**src/rtl/core/lrufr_pkg.sv**
```systemverilog
// shared types and constants for the lru frame replacement unit
package lrufr_pkg;

    // fixed field widths
    localparam int FIDX_W    = 4;
    localparam int CFG_W     = 5;
    localparam int OUTCOME_W = 2;

    // frames taking part in the scan after reset
    localparam logic [CFG_W-1:0] CFG_RESET = 5'd16;

    // transaction kind carried on the input tuser
    localparam logic MODE_ACCESS = 1'b0;
    localparam logic MODE_READ   = 1'b1;

    // result kind carried on the output tuser
    typedef enum logic [OUTCOME_W-1:0] {
        OUT_HIT   = 2'd0,
        OUT_FILL  = 2'd1,
        OUT_EVICT = 2'd2,
        OUT_READ  = 2'd3
    } outcome_t;

    // control broadcast from the sequencer to every cell
    typedef struct packed {
        logic cmp_en;     // capture per-frame compare flags
        logic upd_en;     // apply the page access
        logic any_found;  // some scanned frame is empty or holds the page
        logic is_fill;    // the chosen frame was empty
        logic dirty;      // access writes the page
    } cell_ctrl_t;

endpackage

```
**src/rtl/core/lrufr_cell.sv**
```systemverilog
// one page frame of the table: state, compare flags and update rules
module lrufr_cell #(
    parameter int IDX        = 0,
    parameter int MAX_FRAMES = 16,
    parameter int PAGE_BITS  = 16,
    parameter int COUNT_BITS = 32,
    parameter int RANK_W     = 4
) (
    input  logic                     clk,
    input  logic                     rst_n,
    input  lrufr_pkg::cell_ctrl_t    ctrl,
    input  logic [PAGE_BITS-1:0]     page,
    input  logic [MAX_FRAMES-1:0]    in_scan_all,
    input  logic [RANK_W-1:0]        rank_all [MAX_FRAMES],
    input  logic [RANK_W-1:0]        chosen_rank,
    input  logic                     found_in,
    output logic                     found_out,
    output logic                     sel,
    output logic                     hit,
    output logic [RANK_W-1:0]        rank,
    output logic                     rpt_valid,
    output logic [PAGE_BITS-1:0]     rpt_page,
    output logic [COUNT_BITS-1:0]    rpt_faults,
    output logic [COUNT_BITS-1:0]    rpt_wb
);

    localparam logic [RANK_W-1:0] RANK_TOP = RANK_W'(MAX_FRAMES - 1);

    logic                  valid_reg, valid_next;
    logic [PAGE_BITS-1:0]  page_reg, page_next;
    logic [RANK_W-1:0]     rank_reg, rank_next;
    logic [COUNT_BITS-1:0] faults_reg, faults_next;
    logic [COUNT_BITS-1:0] wb_reg, wb_next;
    logic                  qual_reg, hit_reg, oldest_reg;
    logic                  in_scan, same_page, oldest_c, passed;

    assign in_scan   = in_scan_all[IDX];
    assign same_page = valid_reg && (page_reg == page);

    // oldest scanned frame, lowest index wins a tie
    always_comb
    begin
        oldest_c = in_scan;
        for (int j = 0; j < MAX_FRAMES; j++)
        begin
            if (in_scan_all[j] && j < IDX && !(rank_all[j] < rank_reg))
                oldest_c = 1'b0;
            if (in_scan_all[j] && j > IDX && rank_all[j] > rank_reg)
                oldest_c = 1'b0;
        end
    end

    assign found_out = found_in | qual_reg;
    assign sel       = (qual_reg & ~found_in) | (~ctrl.any_found & oldest_reg);
    assign passed    = in_scan & ~found_in & ~qual_reg;
    assign hit       = hit_reg;
    assign rank      = rank_reg;

    always_comb
    begin
        valid_next  = valid_reg;
        page_next   = page_reg;
        rank_next   = rank_reg;
        faults_next = faults_reg;
        wb_next     = wb_reg;
        if (ctrl.upd_en)
        begin
            if (passed && faults_reg != '1)
                faults_next = faults_reg + 1'b1;
            if (sel)
            begin
                valid_next = 1'b1;
                page_next  = page;
                rank_next  = '0;
                if ((!ctrl.any_found || ctrl.is_fill || ctrl.dirty) && wb_reg != '1)
                    wb_next = wb_reg + 1'b1;
            end
            else if (valid_reg)
            begin
                if (ctrl.is_fill ? (rank_reg < RANK_TOP) : (rank_reg < chosen_rank))
                    rank_next = rank_reg + 1'b1;
            end
        end
    end

    assign rpt_valid  = valid_next;
    assign rpt_page   = valid_next ? page_next : '0;
    assign rpt_faults = faults_next;
    assign rpt_wb     = wb_next;

    always_ff @(posedge clk or negedge rst_n)
    begin
        if (!rst_n)
        begin
            valid_reg  <= 1'b0;
            rank_reg   <= '0;
            faults_reg <= '0;
            wb_reg     <= '0;
            qual_reg   <= 1'b0;
            hit_reg    <= 1'b0;
            oldest_reg <= 1'b0;
        end
        else
        begin
            valid_reg  <= valid_next;
            rank_reg   <= rank_next;
            faults_reg <= faults_next;
            wb_reg     <= wb_next;
            if (ctrl.cmp_en)
            begin
                qual_reg   <= in_scan & (~valid_reg | same_page);
                hit_reg    <= in_scan & same_page;
                oldest_reg <= oldest_c;
            end
        end
    end

    always_ff @(posedge clk)
    begin
        page_reg <= page_next;
    end

endmodule

```
**config.mk**
```make
export PLATFORM = sky130hd
export DESIGN_NAME = lrufr_cell
export DESIGN_NICKNAME = d
export VERILOG_FILES = /design/src/rtl/core/lrufr_pkg.sv /design/src/rtl/core/lrufr_cell.sv
export SDC_FILE = /design/constraint.sdc
export NUM_CORES = 1
export LEC_CHECK = 0
export BUFFER_PORTS_ARGS = -buffer_cell sky130_fd_sc_hd__buf_2
export CAP_MARGIN = 0
export CORE_ASPECT_RATIO = 1.25
export CORE_MARGIN = 1
export CORE_UTILIZATION = 51
export CTS_CLUSTER_DIAMETER = 60
export DETAILED_ROUTE_END_ITERATION = 12
export HOLD_SLACK_MARGIN = 0.03
export MAX_ROUTING_LAYER = met4
export PLACE_DENSITY = 0.83
export SLEW_MARGIN = 20
export SYNTH_ARGS = -nofsm -noshare
export SYNTH_HDL_FRONTEND = slang
export SYNTH_SLANG_ARGS = --single-unit
export TNS_END_PERCENT = 1
```
**constraint.sdc**
```tcl
create_clock -name clk -period 2.32 [get_ports clk]
set_input_delay 0 -clock clk [delete_from_list [all_inputs] [get_ports clk]]
set_output_delay 0 -clock clk [all_outputs]
set_load 0.005 [all_outputs]
```
## After elaboration in Yosys (flattened, before gate mapping)

Cells that the tools add are included.

- Flip-flop bits (word level): 88
- Bits of input ports: 108
- Output and inout bits: 88
- Word-level logic and storage cells: 97

- Add/sub/neg operators: 3
- $lt $le $gt $ge: 17
- Equal/unequal tests: 3
- Muxes and demuxes: 29
- Bitwise logic cells: 13
- Reduce and logical (&&, ||, !) cells: 24

Operators with widths:

| cell | number |
|---|---|
| $mux 32 | 5 |
| $add 32x1->32 const B | 2 |
| $ne 32x32->1 const B | 2 |
| $gt 4x4->1 | 15 |
| $mux 16 | 3 |
| $logic_and 1x1->1 | 18 |
| $mux 1 | 18 |
| $eq 16x16->1 | 1 |
| $mux 4 | 3 |
| $and 1x1->1 | 6 |
| $add 4x1->4 const B | 1 |
| $lt 4x4->1 | 1 |
| $lt 4x4->1 const B | 1 |
| $not 1->1 | 4 |
| $reduce_bool 2->1 | 2 |
| $or 1x1->1 | 3 |
| $reduce_and 3->1 | 1 |
| $logic_or 1x1->1 | 2 |
| $logic_not 1->1 | 1 |

## Logic depth before layout (Yosys ltp)

Gate-level depths: netlist (run 1).

- Word-level depth: 17
- Gate-level depth with buffers: 8
- Gate-level depth less buffers: 8

## Least setup slack after synthesis (run 1)

No wires, ideal clock.

- Path type: register to register
- From: register wb_reg[5]
- To: register wb_reg[11]
- Setup time: 0.101 ns
- Data arrival time: 1.811 ns
- Data required time: 2.219 ns
- Slack: 0.408 ns
- Stages on the path, launching flop included: 8
- Buffers on the path: 1
- Period minus slack after synthesis: 1.912 ns
- Path through: dfrtp_1 > and4_1 > and3_1 > clkbuf_1 > and4_4 > nor3_1 > and4_1 > xor2_1

- Cells in the longest elaborated chain, start to end: 5
- Elaborated cells on any way between the ends: 6
- Those cells by class: 1 x add/sub; 1 x eq/ne; 3 x mux; 1 x reduce/logical

Ends and longest elaborated chain:

| element | line | RTL |
|---|---|---|
| from (decl) | lrufr_cell.sv:33 | `logic [COUNT_BITS-1:0] wb_reg, wb_next;` |
| from (signal assigned) | lrufr_cell.sv:108 | `wb_reg <= wb_next;` |
| branches (longest 2 deep; another with $add 32x1->32) | - |  |
| $mux 32 * | lrufr_cell.sv:75 | `if ((!ctrl.any_found \|\| ctrl.is_fill \|\| ctrl.dirty) && wb_reg != '1)` |
| $mux 32 * | lrufr_cell.sv:70 | `if (sel)` |
| $mux 32 * | lrufr_cell.sv:66 | `if (ctrl.upd_en)` |
| net rpt_wb[11] | lrufr_cell.sv:24 | `output logic [COUNT_BITS-1:0] rpt_wb` |

Mark *: on every way through the listed nets, which the timed path passes.
A chain may end at the register's enable or synchronous reset.

## Worst setup path after layout (run 1)

- From: register qual_reg
- To: output port rpt_wb[23]

- Cells in the longest elaborated chain, start to end: 4

Ends and longest elaborated chain:

| element | line | RTL |
|---|---|---|
| from (decl) | lrufr_cell.sv:34 | `logic qual_reg, hit_reg, oldest_reg;` |
| from (signal assigned) | lrufr_cell.sv:111 | `qual_reg <= in_scan & (~valid_reg \| same_page);` |
| $and 1x1->1 | lrufr_cell.sv:54 | `assign sel = (qual_reg & ~found_in) \| (~ctrl.any_found & oldest_reg);` |
| $or 1x1->1 | lrufr_cell.sv:54 |  |
| $mux 32 | lrufr_cell.sv:70 |  |
| $mux 32 | lrufr_cell.sv:66 |  |
| to (decl) | lrufr_cell.sv:24 |  |

Every way passes these cells.

==> out/results.ini, run 1 <==
[clock_network]
cts.path.max_buffers = 2
tritoncts = built
cts_buffers = 9
clk_pin_slew_ns = 0.07
cts.sinks = 88
cts-root-buf = clkbuf_16
clk-insertion-delay-late_ns = 0.34
cts_max_level = 3

[cells_and_area]
regArea_mm2 = 0.00212
nNetsFinal = 969
fill_cells = 732
area_growth_pct = 35.8
stdcell_area_mm2 = 0.00757
final_core_util_pct = 71.3
diodes = 0
drive_gt1_share_pct = 35.0
multi_input_area_mm2 = 0.00353

[setup_path]
crit_slowest_cell = or4b_4
critical_path_class = register to primary output
r2r-start = rank[1]
worst_ep_required_time_ns = 2.32
rr_endpoint = oldest_reg
startpoint = qual_reg
rrSetupSlack_ns = 0.15
arrival_ns = 2.43
crit_chain = nor2b_2 > o21ai_2 > a2111o_1 > or4b_4 > nor2_4 > xor2_2 > buf_2
cp_top_family = simple AND/OR/NAND/NOR gates
path_max_fanout = 3
ff2ff_path_depth = 8
critPathBufInv = 1
worstSetupEndpointType = primary output
cp-start-kind = register
slowest_delay_ns = 0.60

[placement]
dp_hpwl_mm = 11.5
dpl_cell_area_mm2 = 0.00677
gp_congestion = 0.896
io_buffers = 191

[die]
fp.dieArea_mm2 = 0.0114
rows = 42
die_y_um = 119
io_pins = 196
initial_core_util_pct = 52.5
core_area_mm2 = 0.0106
dieWidth_um = 95.5

[sta]
setup_slack_ns = -0.106
worstMarginPinSlew_ns = 0.682
clock_skew_ns = 0.00720
period_minus_slack_ns = 2.43
fmaxAchievable_mhz = 412
setup_violations = 18
maxSlewHeadroom_pct = 54.5
rsz0062_at_grt = yes
finalMaxSlewViolations = 0
hold_viol = 0
post-route-period-util_pct = 105

[synth]
synth_area_per_cell_um2 = 9.87
synth.net_count = 739
synth-main-ff-cell = dfrtp_1
synthesis.area_mm2 = 0.00558
async_flop_share_pct = 81.8
synth-seq-cells = 88
synth_cells = 565
synth_edf_count = 0
synth_cell_types = 47
yosysWarningCount = 0
yosysSeqAreaShare_pct = 38.1

[min_path]
min_to = oldest_reg
worstHoldStart = in_scan_all[14]
hold_path_depth = 4
hold_path.class = input port to register

[drt]
drt_pass1_iterations = 4
drc = 0
wl_mm = 16.0
vias = 5290
wl_per_cell_um = 17.2
ant_nets = 0
drt-initial-drc-count = 221
via_per_inst = 5.68

[pwr]
p_total_mw = 5.94
worst_ir_drop_vdd_mv = 0.584
p_leak_nw = 3.91
powerDensity_mw_per_mm2 = 784

[run_status]
status = finished with violations
violations = setup timing

[global_route]
grt_overflow_total = 0
grt_start_max_net_pins = 48
grt_usage_pct = 28.5
antenna_found_initial = 0
grt_pass1_wl_mm = 24.3
grt_pass1_vias = 5371

[flow_run]
drv_cap = 0

[layout by cell type (no fill, tap or decap), types with 4 or more instances in the layout]
master,count
nand4_1,35
xnor2_2,14
dfrtp_1,72
dfxtp_1,16
xnor2_1,30
nor2b_1,21
nand2_1,46
mux2_2,18
dlygate4sd3_1,22
nor2_1,12
nand3_1,28
a21oi_1,32
xor2_2,4
a31oi_1,7
o211ai_1,7
xor2_1,30
clkbuf_16,9
o21ai_0,11
and3_1,12
ha_1,65
nor4_1,6
inv_1,38
buf_4,8
buf_2,191
and4_1,11
[cells in the mapped netlist (3+ instances only)]
library cell	n	share of area (%)
dfrtp_1	72	32
ha_1	66	15
nand2_1	47	3.2
xnor2_1	44	6.9
inv_1	39	2.6
nand4_1	35	3.9
xor2_1	34	5.3
a21oi_1	33	3.0
nand3_1	28	2.5
nor2b_1	22	2.5
mux2_2	18	3.6
dfxtp_1	16	5.7
and3_1	14	1.6
nor2_1	14	0.94
and4_1	12	1.9
o21ai_0	11	0.99
a31oi_1	7	0.79
o211ai_1	7	0.94
nor4_1	6	0.67
and2_1	4	0.45
clkbuf_1	3	0.20
nor3_1	3	0.27
[power breakdown]
part           leakage, nW  internal [mW]  switching, mW
sequential            1.11           1.76          0.216
clock                0.157          0.955          0.626
combinational         2.64           1.14           1.23
[worst max path at each step]
| stage | depth (start not counted) | endpoint | slack (ns) |
|---|---|---|---|
| 2_1_floorplan | 7 | wb_reg[11] | 0.41 |
| 3_3_place_gp | 8 | oldest_reg | 0.14 |
| 3_5_place_dp | 8 | oldest_reg | 0.18 |
| 4_1_cts | 7 | rpt_wb[31] | -0.12 |
| 5_1_grt | 7 | rpt_faults[24] | -0.26 |
| 6_report | 7 | rpt_wb[23] | -0.11 |
[per-stage QoR]
stage | worst slack (ns) | hold slack (ns) | instances | setup TNS [ns]
final | -0.106 | 0.0321 | 932 | -0.794
after global routing | -0.258 | 0.0494 | 932 | -5.49
after CTS | -0.120 | 0.0334 | 930 | -1.01
after detailed placement | 0.181 | 0.0513 | 892 | 0
after global placement | 0.137 | 0.0426 | 892 | 0
after floorplan | 0.408 | -0.296 | 565 | 0
[worst register-to-register path, delay by kind of cell (launching register included)]
| family | cells | cell delay (ns) |
|---|---|---|
| AO/OA/AOI/OAI | 4 | 0.70 |
| adder cells (fa/ha/maj) | 1 | 0.42 |
| buffers and inverters | 1 | 0.33 |
| flip-flops | 1 | 0.39 |
| AND/OR/NAND/NOR | 2 | 0.23 |
[kinds of logic (layout without fill, tap and decap cells)]
kind of cell,count (synthesis),count (layout),synth area share (%)
flip-flops,88,88,38.1
multiplexers,18,18,3.63
AO/OA/AOI/OAI,73,73,8.14
XOR/XNOR,78,78,12.3
adder cells (fa/ha/maj),66,66,14.8
AND/OR/NAND/NOR,199,199,20.2
buffers and inverters,43,278,2.92
[area by class of cell]
| cell class | instances | share of cell area [%] |
|---|---|---|
| Timing Repair Buffer | 223 | 16.9 |
| Clock inverter | 7 | 1.35 |
| Clock buffer | 9 | 2.97 |
| Sequential cell | 88 | 28.0 |
| Tap cell | 132 | 2.18 |
| Inverter | 39 | 1.98 |
| Multi-Input combinational cell | 434 | 46.6 |
[metal layers]
layer | share of wire (%) | vias to the layer above | track usage, % | wire length (um)
li1 | - | 2492 | - | -
met1 | 37 | 2502 | 29.2 | 5900
met2 | 51 | 247 | 49.6 | 8240
met3 | 7.5 | 49 | 6.13 | 1210
met4 | 4.1 | 0 | 15.6 | 648
met5 | 0 | - | - | 0
[timing repair]
| action | 4_1_cts | 5_1_grt |
|---|---|---|
| buffers inserted | 0 | 2 |
| cloned | 0 | 0 |
| endpoints found under the setup margin | 44 | 53 |
| endpoints found under the hold margin | 44 | 0 |
| hold buffers | 22 | 0 |
| resized for setup | 12 | 30 |
| pin swaps | 4 | 7 |
No activity file was read; power rests on OpenSTA's default activity.
==> run 2, diff against run 1 <==
--- a/config.mk
+++ b/config.mk
@@ -5,16 +5,17 @@
 export SDC_FILE = /design/constraint.sdc
 export NUM_CORES = 1
 export LEC_CHECK = 0
+export ABC_AREA = 1
 export BUFFER_PORTS_ARGS = -buffer_cell sky130_fd_sc_hd__buf_2
 export CAP_MARGIN = 0
 export CORE_ASPECT_RATIO = 1.25
 export CORE_MARGIN = 1
-export CORE_UTILIZATION = 51
+export CORE_UTILIZATION = 54
 export CTS_CLUSTER_DIAMETER = 60
 export DETAILED_ROUTE_END_ITERATION = 12
 export HOLD_SLACK_MARGIN = 0.03
 export MAX_ROUTING_LAYER = met4
-export PLACE_DENSITY = 0.83
+export PLACE_DENSITY = 0.84
 export SLEW_MARGIN = 20
 export SYNTH_ARGS = -nofsm -noshare
 export SYNTH_HDL_FRONTEND = slang
==> run 2 against run 1 <==
Compared with the run above:
- highest routed layer unchanged
- clock-buffer cell count rose by 1
- global-route usage increased by 2.6 points
- critical path type unchanged
- the flow now finishes without violations
- setup slack gained 0.14 ns
==> out/results.ini, run 2 <==
[run_status]
status = finished, final reports clean

[cells_and_area]
nNetsFinal = 1425
final_core_util_pct = 71.3
drive_gt1_share_pct = 23.0
final_common_cell = nand2_1
diodes = 0
mostFrequentLayoutCells = 350 x nand2_1, 190 x buf_2, 130 x inv_1, 107 x nor2_1, 71 x dfrtp_1
stdcell_area_mm2 = 0.00879
layout.cells.non_filler = 1420
area_growth_pct = 27.2

[pwr]
p_total_mw = 6.44
comb_power_share_pct = 43.4
p_leak_nw = 4.73
clkPwrFrac_pct = 24.8
p_seq_share_pct = 31.8
worst_ir_drop_vdd_mv = 0.695
netSwitchingPower_mw = 2.48
intPower_mw = 3.97
swShare_pct = 38.4
powerDensity_mw_per_mm2 = 733

[sta]
maxSlewHeadroom_pct = 39.4
period_minus_slack_ns = 2.29
post-route-period-util_pct = 98.7
setup_slack_ns = 0.0294
fin_hold_ws_ns = 0.0745
rsz0062_at_grt = yes
setup_violations = 0
worstMarginPinSlew_ns = 0.910
clock_skew_ns = 0.00840
fmaxAchievable_mhz = 437
finalMaxSlewViolations = 0
fin_setup_tns_ns = 0
hold_viol = 0

[synth]
synth_top_family_by_area = simple AND/OR/NAND/NOR gates
synth_compound_area_share_pct = 7.79
muxShareOfSynthArea_pct = 0
yosysSeqAreaShare_pct = 30.7
synth.net_count = 1198
synth_cells = 1024
yosys-top-cells-area = dfrtp_1 26%, nand2_1 19%, ha_1 12%
synth_fa_ha_area_share_pct = 12.0
synth_most_common_cell = nand2_1
synth-seq-cells = 88
yosysWarningCount = 0
synthSimpleGateAreaFrac_pct = 35.3
synth_top_area_share_pct = 26.1
synthesis.area_mm2 = 0.00691
synth_top_cell_by_area = dfrtp_1
synth_area_per_cell_um2 = 6.75
async_flop_share_pct = 81.8
yosys.area_share.xor_xnor_pct = 5.56
synth_edf_count = 0
synth-main-ff-cell = dfrtp_1
synth_common_cells = 356 x nand2_1, 131 x inv_1, 114 x nor2_1
synth_cell_types = 37

[drt]
vias = 7277
drt-initial-drc-count = 273
wl_mm = 19.4
via_per_inst = 5.12
drc = 0
ant_nets = 0
wl_per_cell_um = 13.7
drt_pass1_iterations = 6

[global_route]
grt_pass1_vias = 7050
antenna_found_initial = 0
grt_usage_pct = 31.2
grt_overflow_total = 0
grt_pass1_wl_mm = 31.2
grt_start_max_net_pins = 73

[placement]
dp_cells = 1376
dp_hpwl_mm = 14.4
dpl_cell_area_mm2 = 0.00807
dp_slack_ns = 0.193
io_buffers = 191
gp_congestion = 0.931

[setup_path]
critical_path_class = register to primary output
critPathBufInv = 1
cp.depth = 9
rrSetupSlack_ns = 0.34
worst_ep_required_time_ns = 2.32
ff2ff_path_depth = 9
timing.critical_path.mode_cell = nor2_1
path_max_fanout = 4
cp-start-kind = register
crit_slowest_cell = dfrtp_1
startpoint = wb_reg[0]
crit_end = rpt_wb[28]
arrival_ns = 2.29
r2r-start = wb_reg[0]
slowest_delay_ns = 0.41
cp_top_family = simple AND/OR/NAND/NOR gates
rr_endpoint = wb_reg[28]
worstSetupEndpointType = primary output
crit_chain = ha_2 > nand2_2 > nor2_4 > nand3_1 > nor2_1 > nand4_1 > nor2_1 > xor2_1 > buf_2

[clock_network]
tritoncts = built
cts_max_level = 3
clk_pin_slew_ns = 0.07
cts-root-buf = clkbuf_16
cts_buffers = 9
cts.path.max_buffers = 2
cts.sinks = 88
clk-insertion-delay-late_ns = 0.35

[die]
dieWidth_um = 103
initial_core_util_pct = 56.0
rows = 45
die_y_um = 128
core_area_mm2 = 0.0123
io_pins = 196
fp.dieArea_mm2 = 0.0133

[flow_run]
drv_cap = 0

[min_path]
hold_path.class = input port to register

run 2: cell families after synthesis:
group | count (synthesis)
AOI/OAI and AO/OA | 95
adders and majority gates | 66
DFF | 88
buffers and inverters | 149
xor gates and xnor gates | 43
and+or+nand+nor | 583
run 2: how the worst min path moves through the flow:
stage	startpoint	end	slack, ns	cells past startpoint
floorplan	rst_n	faults_reg[0]	-0.30	0
global placement	rst_n	faults_reg[3]	0.18	1
detailed placement	rst_n	faults_reg[3]	0.19	1
CTS	in_scan_all[0]	qual_reg	0.07	5
global route	in_scan_all[0]	qual_reg	0.08	5
finish	in_scan_all[0]	qual_reg	0.07	5
run 2: area by class of cell:
cell class                 count  area [um2]
multi-input combinational    788        4310
fill                        1046        3540
sequential                    88        2120
timing repair buffer         228        1310
inverter                     136         513
clock buffer                  10         250
tap                          164         205
clock inverter                 6        78.8
run 2: what timing repair did:
item	in CTS	in global routing
hold endpoints to repair	91	0
buffers inserted	3	5
setup endpoints to repair	32	61
pin swaps	1	4
gates resized for setup	3	34
hold buffers	19	0
gates cloned	0	1
run 2: metal layers:
layer | track usage (%) | routed length [um] | vias to the layer above
met5 | - | 0 | -
met4 | 13.4 | 596 | 0
met3 | 7.39 | 1180 | 46
met2 | 54.7 | 10000 | 248
met1 | 32.9 | 7600 | 3309
li1 | - | - | 3674
run 2: power groups by stage:
stage | Combinational (mW) | Sequential [mW] | Clock, mW
after CTS | 2.69 | 2.04 | 1.63
after floorplan | 1.78 | 2.01 | 0
final | 2.79 | 2.05 | 1.60
after global routing | 3.21 | 2.09 | 1.70
after global placement | 2.52 | 2.06 | 0
after detailed placement | 2.62 | 2.07 | 0
run 2: tightest hold or removal path, stage by stage:
cell and delay [ns]:
buf_2 0.11, nand2_1 0.09, inv_1 0.09, nand2_1 0.05
o21ai_0 0.06
